===== src/sv/at_response_line_parser_macros.svh =====
// assertion macros used by the line parser top module
`ifndef AT_RESPONSE_LINE_PARSER_MACROS_SVH
`define AT_RESPONSE_LINE_PARSER_MACROS_SVH

// same-cycle implication, checked out of reset
`define ATRLP_ASSERT_IMPL(label, ante, cons) \
  label: assert property (@(posedge clk) disable iff (!rst_n) (ante) |-> (cons)) \
    else $error("line parser check failed");

// next-cycle implication, checked out of reset
`define ATRLP_ASSERT_NEXT(label, ante, cons) \
  label: assert property (@(posedge clk) disable iff (!rst_n) (ante) |=> (cons)) \
    else $error("line parser check failed");

`endif


===== src/sv/atrlp_pkg.sv =====
// types, character codes and pattern tables for the modem response line parser
`default_nettype none

package atrlp_pkg;

  // character codes
  localparam logic [7:0] CH_CR    = 8'h0D;
  localparam logic [7:0] CH_LF    = 8'h0A;
  localparam logic [7:0] CH_SPACE = 8'h20;
  localparam logic [7:0] CH_COMMA = 8'h2C;
  localparam logic [7:0] CH_ZERO  = 8'h30;
  localparam logic [7:0] CH_NINE  = 8'h39;

  // line kinds
  localparam logic [1:0] KIND_OTHER  = 2'd0;
  localparam logic [1:0] KIND_OK     = 2'd1;
  localparam logic [1:0] KIND_REPORT = 2'd2;
  localparam logic [1:0] KIND_RING   = 2'd3;

  // prefix candidate bits
  localparam int unsigned PF_OK   = 0;
  localparam int unsigned PF_IX   = 1;
  localparam int unsigned PF_RING = 2;
  localparam logic [2:0]  PF_ALL  = 3'b111;

  localparam logic [15:0] SAT16 = 16'hFFFF;

  // report field indexes
  localparam logic [2:0] FI_MO     = 3'd0;
  localparam logic [2:0] FI_SKIP_A = 3'd1;
  localparam logic [2:0] FI_MT     = 3'd2;
  localparam logic [2:0] FI_SKIP_B = 3'd3;
  localparam logic [2:0] FI_LEN    = 3'd4;
  localparam logic [2:0] FI_QUEUED = 3'd5;
  localparam logic [2:0] FI_DONE   = 3'd6;

  // control from the framer to the report parser
  typedef struct packed {
    logic       clear;
    logic       feed;
    logic       feed_break;
    logic       line_end;
    logic [1:0] kind;
  } atrlp_ctrl_t;

  // values of one result apart from the kind
  typedef struct packed {
    logic        parse_ok;
    logic [15:0] mo_status;
    logic [15:0] mt_status;
    logic [15:0] mt_length;
    logic [15:0] mt_queued;
    logic        message_waiting;
    logic [15:0] receive_count;
    logic        mo_success;
  } atrlp_rsp_t;

  function automatic logic [7:0] pat_ok_char(input logic idx);
    logic [7:0] ch;
    unique case (idx)
      1'b0:    ch = 8'h4F;
      default: ch = 8'h4B;
    endcase
    return ch;
  endfunction

  function automatic logic [7:0] pat_ix_char(input logic [2:0] idx);
    logic [7:0] ch;
    unique case (idx)
      3'd0:    ch = 8'h2B;
      3'd1:    ch = 8'h53;
      3'd2:    ch = 8'h42;
      3'd3:    ch = 8'h44;
      3'd4:    ch = 8'h49;
      3'd5:    ch = 8'h58;
      3'd6:    ch = 8'h3A;
      default: ch = 8'h00;
    endcase
    return ch;
  endfunction

  function automatic logic [7:0] pat_ring_char(input logic [2:0] idx);
    logic [7:0] ch;
    unique case (idx)
      3'd0:    ch = 8'h53;
      3'd1:    ch = 8'h42;
      3'd2:    ch = 8'h44;
      3'd3:    ch = 8'h52;
      3'd4:    ch = 8'h49;
      3'd5:    ch = 8'h4E;
      3'd6:    ch = 8'h47;
      default: ch = 8'h00;
    endcase
    return ch;
  endfunction

endpackage

`default_nettype wire


===== src/sv/atrlp_line.sv =====
// line framer: position, break tracking and prefix classification
`default_nettype none

module atrlp_line #(
  parameter int unsigned LINE_MAX = 99
) (
  input  wire logic                clk,
  input  wire logic                rst_n,
  input  wire logic                step,
  input  wire logic [7:0]          rx_byte,
  output logic                     ends,
  output atrlp_pkg::atrlp_ctrl_t   ctrl
);
  import atrlp_pkg::*;

  localparam int unsigned PW = $clog2(LINE_MAX + 1);

  logic [PW-1:0] pos_r, pos_nxt;
  logic          pending_cr_r, pending_cr_nxt;
  logic          trailing_break_r, trailing_break_nxt;
  logic [2:0]    prefix_r, prefix_nxt;

  logic          brk;
  logic          restart;
  logic [PW-1:0] pos_eff;
  logic          pend_eff;
  logic          trail_eff;
  logic [2:0]    prefix_eff;
  logic [2:0]    prefix_upd;
  logic          drop;
  logic          line_end_raw;
  logic [1:0]    kind;

  // per-word framing and prefix match
  always_comb begin
    brk        = (rx_byte == CH_CR) || (rx_byte == CH_LF);
    restart    = pos_r >= PW'(LINE_MAX);
    pos_eff    = restart ? '0 : pos_r;
    pend_eff   = restart ? 1'b0 : pending_cr_r;
    trail_eff  = restart ? 1'b0 : trailing_break_r;
    prefix_eff = restart ? PF_ALL : prefix_r;
    drop       = (pos_eff == '0) && brk;

    prefix_upd = prefix_eff;
    if (pos_eff < PW'(2) && rx_byte != pat_ok_char(pos_eff[0])) begin
      prefix_upd[PF_OK] = 1'b0;
    end
    if (pos_eff < PW'(7)) begin
      if (rx_byte != pat_ix_char(pos_eff[2:0])) begin
        prefix_upd[PF_IX] = 1'b0;
      end
      if (rx_byte != pat_ring_char(pos_eff[2:0])) begin
        prefix_upd[PF_RING] = 1'b0;
      end
    end else if (!brk) begin
      prefix_upd[PF_RING] = 1'b0;
    end

    line_end_raw = !drop && (rx_byte == CH_LF) && pend_eff;
    ends         = line_end_raw;

    if (prefix_upd[PF_OK]) begin
      kind = KIND_OK;
    end else if (prefix_upd[PF_IX]) begin
      kind = KIND_REPORT;
    end else if (prefix_upd[PF_RING]) begin
      kind = KIND_RING;
    end else begin
      kind = KIND_OTHER;
    end

    pos_nxt            = pos_r;
    pending_cr_nxt     = pending_cr_r;
    trailing_break_nxt = trailing_break_r;
    prefix_nxt         = prefix_r;
    if (step) begin
      if (drop) begin
        pos_nxt            = pos_eff;
        pending_cr_nxt     = pend_eff;
        trailing_break_nxt = trail_eff;
        prefix_nxt         = prefix_eff;
      end else if (line_end_raw) begin
        pos_nxt            = '0;
        pending_cr_nxt     = 1'b0;
        trailing_break_nxt = 1'b0;
        prefix_nxt         = PF_ALL;
      end else begin
        pos_nxt            = pos_eff + PW'(1);
        pending_cr_nxt     = rx_byte == CH_CR;
        trailing_break_nxt = brk;
        prefix_nxt         = prefix_upd;
      end
    end

    ctrl.clear      = step && (restart || line_end_raw);
    ctrl.feed       = step && !drop && (pos_eff >= PW'(7)) && !brk && prefix_eff[PF_IX];
    ctrl.feed_break = trail_eff;
    ctrl.line_end   = step && line_end_raw;
    ctrl.kind       = kind;
  end

  // framing state
  always_ff @(posedge clk) begin
    if (!rst_n) begin
      pos_r            <= '0;
      pending_cr_r     <= 1'b0;
      trailing_break_r <= 1'b0;
      prefix_r         <= PF_ALL;
    end else begin
      pos_r            <= pos_nxt;
      pending_cr_r     <= pending_cr_nxt;
      trailing_break_r <= trailing_break_nxt;
      prefix_r         <= prefix_nxt;
    end
  end

endmodule

`default_nettype wire


===== src/sv/atrlp_report.sv =====
// report field parser: decimal fields, captures and receive queue
`default_nettype none

module atrlp_report (
  input  wire logic                  clk,
  input  wire logic                  rst_n,
  input  wire logic [7:0]            rx_byte,
  input  wire atrlp_pkg::atrlp_ctrl_t ctrl,
  output atrlp_pkg::atrlp_rsp_t      rsp
);
  import atrlp_pkg::*;

  logic [2:0]  fi_r, fi_nxt;
  logic [15:0] acc_r, acc_nxt;
  logic        phase_r, phase_nxt;
  logic        malformed_r, malformed_nxt;
  logic [15:0] cap_r [4];
  logic [15:0] cap_nxt [4];
  logic [15:0] queue_r, queue_nxt;
  logic        waiting_r, waiting_nxt;

  logic        mal_pre;
  logic        is_digit;
  logic [19:0] acc_mul;
  logic [15:0] acc_sat;
  logic        slot_hit;
  logic [1:0]  slot;
  logic        ok;
  logic [15:0] f_queued;

  // field parse and line-end result
  always_comb begin
    is_digit = (rx_byte >= CH_ZERO) && (rx_byte <= CH_NINE);
    acc_mul  = {4'd0, acc_r} * 20'd10 + {16'd0, rx_byte[3:0]};
    acc_sat  = (|acc_mul[19:16]) ? SAT16 : acc_mul[15:0];

    slot_hit = 1'b1;
    case (fi_r)
      FI_MO:     slot = 2'd0;
      FI_MT:     slot = 2'd1;
      FI_LEN:    slot = 2'd2;
      FI_QUEUED: slot = 2'd3;
      default: begin
        slot     = 2'd0;
        slot_hit = 1'b0;
      end
    endcase

    fi_nxt        = fi_r;
    acc_nxt       = acc_r;
    phase_nxt     = phase_r;
    malformed_nxt = malformed_r;
    for (int i = 0; i < 4; i++) begin
      cap_nxt[i] = cap_r[i];
    end
    queue_nxt   = queue_r;
    waiting_nxt = waiting_r;

    // a line break inside the report breaks any numeric field
    mal_pre = malformed_r;
    if (ctrl.feed_break && !malformed_r && fi_r < FI_DONE &&
        fi_r != FI_SKIP_A && fi_r != FI_SKIP_B) begin
      mal_pre = 1'b1;
    end

    // one character into the field parser
    if (ctrl.feed) begin
      malformed_nxt = mal_pre;
      if (!mal_pre && fi_r < FI_DONE) begin
        if (fi_r == FI_SKIP_A || fi_r == FI_SKIP_B) begin
          if (rx_byte == CH_COMMA) begin
            fi_nxt    = fi_r + 3'd1;
            phase_nxt = 1'b0;
          end
        end else if (!phase_r) begin
          if (is_digit) begin
            acc_nxt   = {12'd0, rx_byte[3:0]};
            phase_nxt = 1'b1;
          end else if (rx_byte != CH_SPACE) begin
            malformed_nxt = 1'b1;
          end
        end else if (is_digit) begin
          acc_nxt = acc_sat;
        end else if (rx_byte == CH_COMMA) begin
          if (slot_hit) begin
            cap_nxt[slot] = acc_r;
          end
          fi_nxt    = fi_r + 3'd1;
          phase_nxt = 1'b0;
          acc_nxt   = '0;
        end else begin
          malformed_nxt = 1'b1;
        end
      end
    end

    // result of a finished line
    ok = ctrl.line_end && (ctrl.kind == KIND_REPORT) && !malformed_r &&
         ((fi_r == FI_QUEUED && phase_r) || fi_r >= FI_DONE);
    f_queued = (fi_r == FI_QUEUED) ? acc_r : cap_r[3];
    if (ok) begin
      if (fi_r == FI_QUEUED) begin
        cap_nxt[3] = acc_r;
      end
      waiting_nxt = cap_r[1] == 16'd1;
      if (cap_r[1] == 16'd1) begin
        queue_nxt = (f_queued == SAT16) ? SAT16 : f_queued + 16'd1;
      end
    end

    if (ctrl.clear) begin
      fi_nxt        = FI_MO;
      acc_nxt       = '0;
      phase_nxt     = 1'b0;
      malformed_nxt = 1'b0;
    end

    rsp.parse_ok        = ok;
    rsp.mo_status       = ok ? cap_r[0] : 16'd0;
    rsp.mt_status       = ok ? cap_r[1] : 16'd0;
    rsp.mt_length       = ok ? cap_r[2] : 16'd0;
    rsp.mt_queued       = ok ? f_queued : 16'd0;
    rsp.message_waiting = waiting_nxt;
    rsp.receive_count   = queue_nxt;
    rsp.mo_success      = ok && (cap_r[0] <= 16'd4);
  end

  // parser state
  always_ff @(posedge clk) begin
    if (!rst_n) begin
      fi_r        <= FI_MO;
      acc_r       <= '0;
      phase_r     <= 1'b0;
      malformed_r <= 1'b0;
      for (int i = 0; i < 4; i++) begin
        cap_r[i] <= '0;
      end
      queue_r     <= '0;
      waiting_r   <= 1'b0;
    end else begin
      fi_r        <= fi_nxt;
      acc_r       <= acc_nxt;
      phase_r     <= phase_nxt;
      malformed_r <= malformed_nxt;
      for (int i = 0; i < 4; i++) begin
        cap_r[i] <= cap_nxt[i];
      end
      queue_r     <= queue_nxt;
      waiting_r   <= waiting_nxt;
    end
  end

endmodule

`default_nettype wire


===== src/sv/at_response_line_parser.sv =====
// result: the result register is loaded when the held line-feed word that ends its line moves on
// throughput: one received word per cycle; a line-feed word that ends a line waits only
// while an earlier result word is still held unaccepted in the result register
// reset: synchronous active-low rst_n clears the framer, the field parser, the
// receive queue and both valid flags; no clearing pass is needed
`default_nettype none

module at_response_line_parser #(
  parameter int unsigned LINE_MAX = 99
) (
  input  wire logic        clk,
  input  wire logic        rst_n,
  input  wire logic        in_tvalid,
  output logic             in_tready,
  input  wire logic [7:0]  in_tdata,   // [7:0] rx_byte
  output logic             out_tvalid,
  input  wire logic        out_tready,
  output logic [87:0]      out_tdata   // [1:0] line_kind, [2] parse_ok, [18:3] mo_status,
                                       // [34:19] mt_status, [50:35] mt_length,
                                       // [66:51] mt_queued, [67] message_waiting,
                                       // [83:68] receive_count, [84] mo_success, [87:85] zero
);
  import atrlp_pkg::*;

  logic        in_valid_r, in_valid_nxt;
  logic [7:0]  in_byte_r;
  logic        out_valid_r, out_valid_nxt;
  logic [1:0]  kind_r;
  atrlp_rsp_t  rsp_r;

  logic        out_free;
  logic        ends;
  logic        process;
  atrlp_ctrl_t ctrl;
  atrlp_rsp_t  rsp;

  // a held word moves on unless it ends a line and the result register is full and not being accepted
  always_comb begin
    out_free      = !out_valid_r || out_tready;
    process       = in_valid_r && (!ends || out_free);
    in_tready     = !in_valid_r || process;
    in_valid_nxt  = (in_tvalid && in_tready) || (in_valid_r && !process);
    out_valid_nxt = (process && ends) || (out_valid_r && !out_tready);
  end

  atrlp_line #(
    .LINE_MAX (LINE_MAX)
  ) u_line (
    .clk     (clk),
    .rst_n   (rst_n),
    .step    (process),
    .rx_byte (in_byte_r),
    .ends    (ends),
    .ctrl    (ctrl)
  );

  atrlp_report u_report (
    .clk     (clk),
    .rst_n   (rst_n),
    .rx_byte (in_byte_r),
    .ctrl    (ctrl),
    .rsp     (rsp)
  );

  // valid flags
  always_ff @(posedge clk) begin
    if (!rst_n) begin
      in_valid_r  <= 1'b0;
      out_valid_r <= 1'b0;
    end else begin
      in_valid_r  <= in_valid_nxt;
      out_valid_r <= out_valid_nxt;
    end
  end

  // input and result payload
  always_ff @(posedge clk) begin
    if (in_tvalid && in_tready) begin
      in_byte_r <= in_tdata;
    end
    if (process && ends) begin
      kind_r <= ctrl.kind;
      rsp_r  <= rsp;
    end
  end

  assign out_tvalid = out_valid_r;
  assign out_tdata  = {3'd0, rsp_r.mo_success, rsp_r.receive_count, rsp_r.message_waiting,
                       rsp_r.mt_queued, rsp_r.mt_length, rsp_r.mt_status, rsp_r.mo_status,
                       rsp_r.parse_ok, kind_r};

`include "at_response_line_parser_macros.svh"

  // a result is only loaded when the result register can take it
  `ATRLP_ASSERT_IMPL(a_no_overwrite, process && ends, out_free)
  // a good parse only comes from a report line
  `ATRLP_ASSERT_IMPL(a_ok_is_report, out_valid_r && rsp_r.parse_ok, kind_r == KIND_REPORT)
  // success needs a good parse
  `ATRLP_ASSERT_IMPL(a_success_needs_ok, out_valid_r && rsp_r.mo_success, rsp_r.parse_ok)
  // a held word that does not end a line never waits
  `ATRLP_ASSERT_IMPL(a_word_moves, in_valid_r && !ends, in_tready)

endmodule

`default_nettype wire

===== config.mk =====
export PLATFORM = sky130hd
export DESIGN_NAME = at_response_line_parser
export DESIGN_NICKNAME = d
export VERILOG_FILES = /design/src/sv/atrlp_pkg.sv /design/src/sv/atrlp_line.sv /design/src/sv/atrlp_report.sv /design/src/sv/at_response_line_parser.sv
export VERILOG_INCLUDE_DIRS = /design/src /design/src/sv
export SDC_FILE = /design/constraint.sdc
export NUM_CORES = 1
export LEC_CHECK = 0
export ABC_AREA = 1
export BUFFER_PORTS_ARGS = -buffer_cell sky130_fd_sc_hd__clkbuf_2
export CORE_UTILIZATION = 49
export CTS_CLUSTER_SIZE = 24
export DETAILED_ROUTE_END_ITERATION = 7
export HOLD_SLACK_MARGIN = 0.05
export PLACE_DENSITY = 0.68
export SETUP_SLACK_MARGIN = 0.5
export SYNTH_ARGS = -nofsm -noshare
export SYNTH_HDL_FRONTEND = slang
export SYNTH_SLANG_ARGS = --single-unit

===== constraint.sdc =====
create_clock -name clk -period 8.8 [get_ports clk]
set_clock_uncertainty 0.05 [all_clocks]
set_input_delay 0.88 -clock clk [delete_from_list [all_inputs] [get_ports clk]]
set_output_delay 0.88 -clock clk [all_outputs]
set_load 0.05 [all_outputs]

==> results of run 1 <==
## layout make-up
type                            instances  area, um^2  share of cell area
Tap cell                              285         357              0.0283
Clock buffer                           28         626              0.0496
Sequential cell                       209        5110               0.405
Inverter                              249         941              0.0746
Timing Repair Buffer                  103         528              0.0419
Multi-Input combinational cell        956        4920               0.390
Clock inverter                         13         125             0.00992
## worst max-delay path by stage
stage                          to  slack, ns
floorplan               kind_r[0]       4.95
global placement    out_tdata[82]       4.80
detailed placement  out_tdata[82]       4.85
CTS                 out_tdata[82]       4.80
global route        out_tdata[82]       4.38
finish              out_tdata[82]       4.79
## critical path: stages (launching register included)
cell	delay [ns]
dfxtp_1	0.42
inv_1	0.12
ha_1	0.23
nand2_1	0.30
inv_2	0.26
o21ai_1	0.40
ha_1	0.26
nand3_1	0.14
nor2_1	0.26
nand3_1	0.16
inv_1	0.16
nand2_1	0.11
inv_1	0.11
a21oi_1	0.07
nor3_1	0.29
nand4_1	0.22
nand2_1	0.15
inv_1	0.05
## per-stage QoR
step,hold slack (ns),power [mW],instance area [um^2],util,std cells
floorplan,0.380,1.09,11200,-,1463
global placement,0.392,1.11,11900,0.526,1802
detailed placement,0.398,1.11,11900,0.526,1802
CTS,0.406,2.06,12600,0.559,1843
global route,0.426,2.11,12600,0.559,1843
finish,0.404,2.04,12600,0.559,1843
## logic make-up after synthesis
family / synth area share
and+or+nand+nor: 0.248
buffers and inverters: 0.107
AOI/OAI and AO/OA: 0.121
other: 0.000334
DFF: 0.455
adders and majority gates: 0.0492
xor gates and xnor gates: 0.0195
## placed cells by master (no fill, tap or decap), drive strengths merged, types with 3 or more instances in the layout
cell / count
edfxtp: 93
clkinv: 12
nor4: 6
xor2: 23
dfxtp: 116
a211oi: 8
nand4: 26
ha: 41
conb: 3
buf: 5
o22ai: 3
a21oi: 111
nor3: 22
inv: 247
nor2: 183
o21ai: 118
nand2: 317
clkbuf: 126
nand3: 78
## where the power goes
group	internal (mW)	switching, mW	total [mW]
clock	0.566	0.387	0.953
sequential	1.01	0.00720	1.02
combinational	0.0213	0.0498	0.0711
total	1.60	0.444	2.04
## synthesized netlist by cell type (all sizes together)
cell    instances  area (um^2)
a211oi          8         60.1
a21boi          1         7.51
a21oi         111          604
a221oi          2         17.5
a31oi           1         6.26
a32o            1         10.0
and2            1         6.26
and3            1         6.26
buf            32          199
clkbuf         17         65.1
clkinv          2         7.51
conb            1         3.75
dfxtp         116         2320
edfxtp         93         2790
fa              2         40.0
ha             41          513
inv           247          932
nand2         317         1240
nand3          78          413
nand3b          2         15.0
nand4          26          181
nor2          183          754
nor3           22          125
nor4            6         37.5
o211ai          2         15.0
o21ai         118          609
o22ai           3         18.8
o31ai           1         7.51
or2             1         6.26
xnor2           2         17.5
xor2           23          201
## routing by layer
layer  up-vias  part of all wire  track usage  wire length (um)
li1       4868                 -            -                 -
met5         -                 0            0                 0
met4         0             0.028       0.0752               756
met1      4248              0.45        0.294             12000
met3        47             0.039       0.0275              1050
met2       205              0.48        0.398             12700
==> flow_metrics.env, run 1 <==
export IMPL_start_util=0.498
export IMPL_dieArea_mm2=0.0235
export IMPL_tritoncts="yes"
export IMPL_clock_sinks=209
export IMPL_p_leak_nw=5.90
export IMPL_cts_max_path_buffers=3
export IMPL_syn_area_mm2=0.0112
export IMPL_coreArea_mm2=0.0226
export IMPL_status="complete, no violations"
export IMPL_diodes=0
export IMPL_min_path_cells=2
export IMPL_slew_viol_final=0
export IMPL_hold_viol=0
export IMPL_cts_resized=0
export IMPL_initialDrtViolationCount=540
export IMPL_timing_final_ws_setup_ns=4.79
export IMPL_antenna_found_initial=0
export IMPL_p_per_area_mw_per_mm2=162
export IMPL_ctsRootBufferMaster="clkbuf_16"
export IMPL_nets=1597
export IMPL_num_rows=55
export IMPL_r2r_start="u_report.fi_r[1]"
export IMPL_syn_avg_cell_area_um2=7.69
export IMPL_wl_per_cell_um=14.4
export IMPL_cp_startpoint="u_report.fi_r[1]"
export IMPL_clock_latency_ns=0.50
export IMPL_hpwlAfterDp_um=18800
export IMPL_cap_viol_max_count=0
export IMPL_dr_pass1_iters=5
export IMPL_worstPathArrival_ns=4.22
export IMPL_gp_congestion=0.900
export IMPL_syn_to_final_growth_pct=12.3
export IMPL_die_w_um=153
export IMPL_fillerInstances=2157
export IMPL_reg2regPathDepth=17
export IMPL_drive_above_1_share=0.130
export IMPL_hold_path_class="reg2reg"
export IMPL_crit_type="reg2reg"
export IMPL_cts_hold_buf=0
export IMPL_start_kind="flip-flop"
export IMPL_chipHeight_um=153
export IMPL_r2r_setup_slack_ns=4.79
export IMPL_final_antenna_net_count=0
export IMPL_postCtsSetupRepairBufs=0
export IMPL_rsz0062_at_grt="no"
export IMPL_pre_cts_ws_ns=4.85
export IMPL_r2r_end="out_tdata[82]"
export IMPL_cts_buffers=23
export IMPL_clkTransAtPathRegs_ns=0.06
export IMPL_ios=102
export IMPL_ys_seq_area_frac=0.455
export IMPL_track_usage=0.228
export IMPL_worstPathRequired_ns=9.01
export IMPL_yosysWarnings=0
export IMPL_io_buffers=98
export IMPL_worstPathMaxFanout=25
export IMPL_ir_worst_vdd_uv=131
export IMPL_grt_pass1_wl_um=43600
export IMPL_ys_seq_elements=209
export IMPL_wirelength_um=26500
export IMPL_worst_pin_slew_ns=1.18
export IMPL_vias_per_cell=5.08
export IMPL_syn_inst=1461
export IMPL_grt_max_degree=86
export IMPL_finalSetupViolCount=0
export IMPL_drc_errors=0
export IMPL_htree_levels=1
export IMPL_min_period_ns=4.01
export IMPL_grt_pass1_vias=8894
export IMPL_relSlewSlack=0.207
export IMPL_synth_cell_type_count=47
export IMPL_fmax_mhz=249
export IMPL_setup_tns_final_ns=0
export IMPL_overflow=0
export IMPL_endpoint_kind="flip-flop"
export IMPL_vias=9368
export IMPL_fin_crit_sh=0.456
(Power assumes the default switching activity.)
==> inputs of run 2 (changes only) <==
==> constraint.sdc (replaced) <==
create_clock -name clk -period 3.77 [get_ports clk]
set_clock_uncertainty 0.05 [all_clocks]
set_input_delay 0.377 -clock clk [delete_from_list [all_inputs] [get_ports clk]]
set_output_delay 0.377 -clock clk [all_outputs]
set_load 0.05 [all_outputs]
==> run 2 against run 1 <==
Worst setup slack lost 4.2 ns. Flip-flop and latch count did not move. Largest power group unchanged. Highest routed layer unchanged. Core utilization up 3.5 points. Clock power rose by 130%. Sequential power is 130% higher. Largest cell class is now multi-input gates. Register-to-register slack lost 4.2 ns.
==> flow_metrics.env, run 2 (same netlist as run 1, synthesis figures left out) <==
export IMPL_status="complete, no violations"
export IMPL_wirelength_um=28200
export IMPL_r2r_end="out_tdata[70]"
export IMPL_ir_worst_vdd_uv=265
export IMPL_clkTransAtPathRegs_ns=0.06
export IMPL_clock_sinks=209
export IMPL_clock_latency_ns=0.51
export IMPL_grt_pass1_vias=8770
export IMPL_gp_congestion=0.902
export IMPL_initialDrtViolationCount=710
export IMPL_crit_chain="nand2_4 > nand4_4 > nand2_8 > nand2_4 > inv_2 > ha_2 > ha_2 > inv_2 > a21oi_1 > o21ai_0 > nor3_1 > nand4_1 > o21ai_4 > nand4_1 > buf_4 > clkbuf_16 > nand2_1 > o21ai_1 > inv_1"
export IMPL_tritoncts="yes"
export IMPL_ios=102
export IMPL_r2r_start="u_line.pos_r[0]"
export IMPL_track_usage=0.236
export IMPL_layout_commonest_cell="nand2_1"
export IMPL_htree_levels=1
export IMPL_endpoint_kind="flip-flop"
export IMPL_worstPathArrival_ns=3.46
export IMPL_rsz0062_at_grt="yes"
export IMPL_fin_crit_sh=0.832
export IMPL_diodes=0
export IMPL_hold_path_class="in2reg"
export IMPL_wl_per_cell_um=14.9
export IMPL_post_place_cells=1826
export IMPL_cts_buffers=22
export IMPL_met2_usage=0.399
export IMPL_p_per_area_mw_per_mm2=353
export IMPL_fin_cells=1893
export IMPL_nets=1647
export IMPL_slew_viol_final=0
export IMPL_reg2regPathDepth=19
export IMPL_relSlewSlack=0.423
export IMPL_r2r_setup_slack_ns=0.63
export IMPL_use_met3=0.0275
export IMPL_syn_to_final_growth_pct=19.4
export IMPL_crit_type="reg2reg"
export IMPL_hold_viol=0
export IMPL_io_buffers=98
export IMPL_hpwlAfterDp_um=20000
export IMPL_dr_pass1_iters=5
export IMPL_vias_per_cell=5.16
export IMPL_grt_met1_usage=0.319
export IMPL_min_period_ns=3.14
export IMPL_fmax_mhz=319
export IMPL_grt_max_degree=79
export IMPL_cp_slowest_cell="dfxtp_4"
export IMPL_die_w_um=153
export IMPL_start_util=0.498
export IMPL_dieArea_mm2=0.0235
export IMPL_drive_above_1_share=0.189
export IMPL_setup_tns_final_ns=0
export IMPL_coreArea_mm2=0.0226
export IMPL_layout_common_cells="nand2_1, inv_1, nor2_1, o21ai_0, dfxtp_1"
export IMPL_cap_viol_max_count=0
export IMPL_min_path_cells=3
export IMPL_final_antenna_net_count=0
export IMPL_drc_errors=0
export IMPL_grt_pass1_wl_um=44600
export IMPL_cts_max_path_buffers=3
export IMPL_worstPathMaxFanout=14
export IMPL_holdPathEnd="in_valid_r"
export IMPL_chipHeight_um=153
export IMPL_antenna_found_initial=0
export IMPL_utilization=0.594
export IMPL_num_rows=55
export IMPL_worst_pin_slew_ns=0.860
export IMPL_min_from="in_tvalid"
export IMPL_overflow=0
export IMPL_start_kind="flip-flop"
export IMPL_p_leak_nw=6.22
export IMPL_grt_busiest_layer="met2"
export IMPL_max_stage_delay_ns=0.36
export IMPL_p_total_mw=4.73
export IMPL_finalSetupViolCount=0
export IMPL_worstPathRequired_ns=4.10
export IMPL_vias=9771
export IMPL_ctsRootBufferMaster="clkbuf_16"
==> run 2: repair_timing <==
action                                 CTS  global route
resized for setup                       26            59
setup endpoints to repair               67           120
gates cloned                             1             3
hold buffers                             8             0
pin swaps                                6            19
endpoints found under the hold margin    8             0
setup buffers                            3            12
==> run 2: where the power goes <==
part	switching, mW	total [mW]	internal, mW
Sequential	0.0142	2.38	2.36
Clock	0.904	2.16	1.26
Combinational	0.129	0.194	0.0651
==> run 2: critical path: cells and delay by family (launching register included) <==
kind            cells  cell delay, ns
simple gates        8            1.00
compound gates      4            0.62
flops               1            0.36
buf+inv             5            0.61
fa+ha+maj           2            0.36
==> run 2: area by class of cell <==
cell class / instances / area [um^2]
Clock buffer: 26 / 586
Inverter: 249 / 958
Clock inverter: 14 / 143
Tap cell: 285 / 357
Sequential cell: 209 / 5140
Fill cell: 2030 / 9160
Timing Repair inverter: 1 / 8.76
Multi-Input combinational cell: 957 / 5230
Timing Repair Buffer: 152 / 992
==> run 2: layer usage <==
metal	share of wire	vias up
met4	0.024	0
met2	0.48	261
li1	-	4974
met1	0.45	4492
met5	0	-
met3	0.045	44
==> run 2: worst max-delay path by stage <==
| stage | slack [ns] | endpoint | depth (start not counted) | startpoint |
|---|---|---|---|---|
| 6_report | 0.63 | out_tdata[70] | 19 | u_line.pos_r[0] |
| 2_1_floorplan | 0.42 | kind_r[0] | 15 | u_line.pos_r[1] |
| 3_5_place_dp | -0.28 | out_tdata[82] | 17 | u_report.fi_r[1] |
| 3_3_place_gp | -0.29 | out_tdata[82] | 17 | u_report.fi_r[1] |
| 4_1_cts | 0.47 | out_tdata[82] | 18 | u_report.fi_r[1] |
| 5_1_grt | 0.44 | out_tdata[82] | 18 | u_report.fi_r[1] |
==> run 2: per-stage QoR <==
| stage | hold WS, ns | area, um^2 | setup WS, ns |
|---|---|---|---|
| floorplan | 0.380 | 11300 | 0.416 |
| global placement | 0.392 | 12100 | -0.293 |
| detailed placement | 0.397 | 12100 | -0.284 |
| CTS | 0.100 | 13100 | 0.470 |
| global route | 0.114 | 13400 | 0.439 |
| finish | 0.127 | 13400 | 0.634 |
